### config.mk
export PLATFORM = sky130hd
export DESIGN_NAME = bba_byte_unit
export DESIGN_NICKNAME = d
export VERILOG_FILES = /design/src/sv/bba_pkg.sv /design/src/sv/bba_byte_unit.sv
export SDC_FILE = /design/constraint.sdc
export NUM_CORES = 1
export LEC_CHECK = 0
export BUFFER_PORTS_ARGS = -buffer_cell sky130_fd_sc_hd__clkbuf_2
export CAP_MARGIN = 20
export CORE_AREA = 4 4 41 43
export DETAILED_ROUTE_END_ITERATION = 12
export DIE_AREA = 0 0 45 47
export GPL_TIMING_DRIVEN = 0
export PLACE_DENSITY = 0.53
export SLEW_MARGIN = 20
export SYNTH_ARGS = -nofsm -noshare
export SYNTH_HDL_FRONTEND = slang
export SYNTH_SLANG_ARGS = --single-unit
### constraint.sdc
create_clock -name vclk -period 3.3
set_input_delay 0.33 -clock vclk [all_inputs]
set_output_delay 0.33 -clock vclk [all_outputs]
set_load 0.02 [all_outputs]
### src/sv/bba_pkg.sv
// bba_pkg: shared types, codes and constants of the bitmap block allocator
// depends on nothing; used by bba_byte_unit, bitmap_block_allocator and the testbench
`timescale 1ns / 1ps

package bba_pkg;

    // request kinds carried in s_tuser
    typedef enum logic [1:0] {
        ACT_LOAD = 2'd0,
        ACT_SIZE = 2'd1,
        ACT_TAKE = 2'd2,
        ACT_NOP  = 2'd3
    } action_t;

    // result codes carried in m_tuser
    typedef enum logic [1:0] {
        STATUS_OK       = 2'd0,
        STATUS_TOO_BIG  = 2'd1,
        STATUS_NO_SPACE = 2'd2,
        STATUS_NONE     = 2'd3
    } status_t;

    // what the shared byte unit reports about one bitmap byte
    typedef struct packed {
        logic [3:0] zeros;     // number of free blocks in the byte
        logic       found;     // at least one free block
        logic [2:0] pos;       // first free block counted from the msb
        logic [7:0] set_byte;  // byte with that block marked used
    } byte_info_t;

    localparam int COUNT_W   = 19;
    localparam int NEEDED_W  = 13;
    localparam int BLOCK_W   = 19;
    localparam int IDX_W     = 15;
    localparam int TDATA_W   = 56;

    localparam int          BLOCK_SHIFT  = 12;          // 4 KiB blocks
    localparam logic [31:0] SMALL_LIMIT  = 32'd28672;
    localparam logic [31:0] BIG_LIMIT    = 32'd29360128;
    localparam logic [NEEDED_W-1:0] INDEX_BLOCKS = 13'd7;
    localparam logic [NEEDED_W-1:0] MAX_NEEDED   = 13'd7175;
    localparam int          SCAN_LIMIT   = 32640;
    localparam int          COUNT_MAX    = 524287;

endpackage

### src/sv/bba_byte_unit.sv
// bba_byte_unit: shared byte evaluator for free counting and first-fit search
// depends on bba_pkg
`timescale 1ns / 1ps

module bba_byte_unit (
    input  logic [7:0]          byte_in,
    output bba_pkg::byte_info_t info
);

    always_comb begin
        logic [3:0] cnt;
        logic       hit;
        logic [2:0] pos;
        cnt = 4'd0;
        hit = 1'b0;
        pos = 3'd0;
        for (int i = 0; i < 8; i++) begin
            cnt = cnt + {3'd0, ~byte_in[i]};
        end
        // most significant block first
        for (int j = 0; j < 8; j++) begin
            if (!hit && !byte_in[7-j]) begin
                hit = 1'b1;
                pos = 3'(j);
            end
        end
        info.zeros    = cnt;
        info.found    = hit;
        info.pos      = pos;
        info.set_byte = byte_in | (8'h80 >> pos);
    end

endmodule

==> impl_results.md <==
- Sequential power share: 0%
- Tmin final: between 3 and 4 ns
- Max VDD drop: 163 µV
- Global-route usage over all layers: under 10%
- Slew Limit Fails: 0
- Worst Setup End Kind: output pin
- DRT antenna net count: 0
- Die Y: 47 µm
- Routed WL per cell: 9.70 µm
- Via count: 369
- NumNets Final: 85
- Initial Util: 23.8%
- Achievable Freq: 306 MHz
- YS warnings: 0
- Sequential share of the synthesized area: 0%
- Port buffer count: 23
- FF+latch count: 0
- Antenna violations before repair: 0
- DRT Pass-1 Iters: 4
- Die footprint: 2120 µm²
- WP data required: 2.97 ns
- CTS Hold Buffers Added: 0
- Pre-CTS WS: 0.0234 ns
- I/O pins: 24
- N_diodes: 0
- Fin util: about 38%
- Number of max-cap violations: 0
- PwrDens: roughly 320 nW/µm²
- Final worst path period share: 99.0%
- Fill cells: 148
- Gr ovfl total: 0
- Gate power share: 100.0%
- Setup violations, final: 0
- Syn Inst Count: 44
- Area grow syn2layout: 57.7%
- First-pass GRT wire length: 1.24 mm
- Int Pwr: 0.0693 mW
- Critical path arrival: 2.94 ns
- P_sw: between 0.08 and 0.09 mW
- Setup ws final: around 0.033 ns
- Worst min path class: in -> out
- Vias in the first global route: between 200 and 300
- Status: complete, no violations
- Placed wire-length estimate: 679 µm
- Clk pwr share: 0%
- Final wirelength: around 800 µm
- Post-Syn Nets: 59
- FP Rows: 13
- Syn avg cell area: 7.05 µm²
- Register area: 0 µm²
- Switching share of power: 55.8%
- Largest net degree at the start of global routing: 8
- DRC: 0
- Mapped cell area: just over 300 µm²
- Lkg Pwr: roughly 0.29 nW
- Area after DPL: 444 µm²
- Fin area: 489 µm²
- Vias per inst: 4.45
- RSZ-0062 raised after global routing: yes
- Layout cell share with drive strength beyond 1: 50.0%
- Core ar.: 1300 µm²
- Final hold vios: 0
- Final GP Congestion: 0.675
- Chip width: 45 µm
- Clkbuf count: 0
- Initial DRC Count: 3
- Synth cell types: 18
- CP max FO: 3
- Setup crit start kind: primary input
- Critical setup path kind: in -> out
cell usage after synthesis:
cell type	number	share of area [%]
nand3_1	3	4.8
o21ai_0	2	3.2
fa_1	4	26
xnor2_1	1	2.8
o221ai_1	1	2.8
a21o_1	2	4.8
conb_1	1	1.2
or2_2	1	2.0
a31oi_1	1	2.0
buf_4	1	2.4
ha_1	3	12
a41oi_1	1	2.8
a21oi_1	2	3.2
inv_1	13	16
nor2b_1	1	2.0
nand4_2	1	4.0
nand2_1	5	6.0
nor2_2	1	2.0
final cells by class:
class | instances | area (µm²) | share of cell area [%]
timing repair buffer | 24 | 148 | 30.2
buffer | 1 | 7.51 | 1.53
inverter | 13 | 48.8 | 9.97
tap | 15 | 18.8 | 3.84
multi-input combinational | 30 | 267 | 54.5
path summary, 6_finish.rpt:
kind,start,endpoint,cells past startpoint
setup / recovery,byte_in[3],info[13],10
hold / removal,byte_in[1],info[11],3
worst max-delay path, cell delays in order:
cell and delay [ns]:
buf_8 0.10, fa_1 0.54, inv_2 0.04, fa_1 0.49, fa_1 0.54, ha_2 0.19, inv_2 0.04, fa_2 0.52
inv_2 0.03, buf_6 0.12
logic make-up (layout without fill, tap and decap cells):
logic type / count (synthesis) / in the layout / share of synthesized area (%)
AOI/OAI and AO/OA: 9 / 9 / 19.0
xor gates and xnor gates: 1 / 1 / 2.82
adders and majority gates: 7 / 7 / 37.9
buffers and inverters: 14 / 38 / 18.1
other: 1 / 1 / 1.21
and+or+nand+nor: 12 / 12 / 21.0
power groups by stage:
stage / clock (mW) / combinational (mW) / sequential (mW)
floorplan: 0 / 0.0886 / 0
global placement: 0 / 0.130 / 0
detailed placement: 0 / 0.130 / 0
CTS: 0 / 0.131 / 0
global route: 0 / 0.175 / 0
finish: 0 / 0.157 / 0
stage by stage:
stage	cells	TNS, ns	power [mW]	hold slack (ns)
floorplan	44	0	0.0886	0.802
global placement	82	0	0.130	0.983
detailed placement	82	0	0.130	0.989
CTS	82	0	0.131	0.992
global route	83	-0.151	0.175	1.01
finish	83	0	0.157	0.980
metal layers:
metal	track usage, %	vias up	share of wire, %
met5	0	-	0
met4	0	0	0
met3	0.383	0	8.9
met2	11.6	14	45
met1	11.7	167	46
li1	-	188	-
placed cells by master, fill, tap and decap left out:
cell type	instances
a21o_1	2
nor2b_1	1
clkbuf_2	18
buf_4	3
a21oi_1	2
buf_6	2
buf_2	1
nor2_2	1
o221ai_1	1
buf_8	1
ha_1	2
nand2_1	5
a31oi_1	1
xnor2_2	1
o21ai_0	2
conb_1	1
ha_2	1
nand3_1	3
inv_1	10
or2_2	1
fa_2	1
a41oi_1	1
nand4_2	1
fa_1	3
inv_2	3
what timing repair did:
| item | CTS | global route |
|---|---|---|
| endpoints found under the setup margin | 0 | 2 |
| hold endpoints to repair | 0 | 0 |
| resized for setup | 0 | 21 |
| setup buffers | 0 | 1 |
Power figures use the tool's default switching activity.
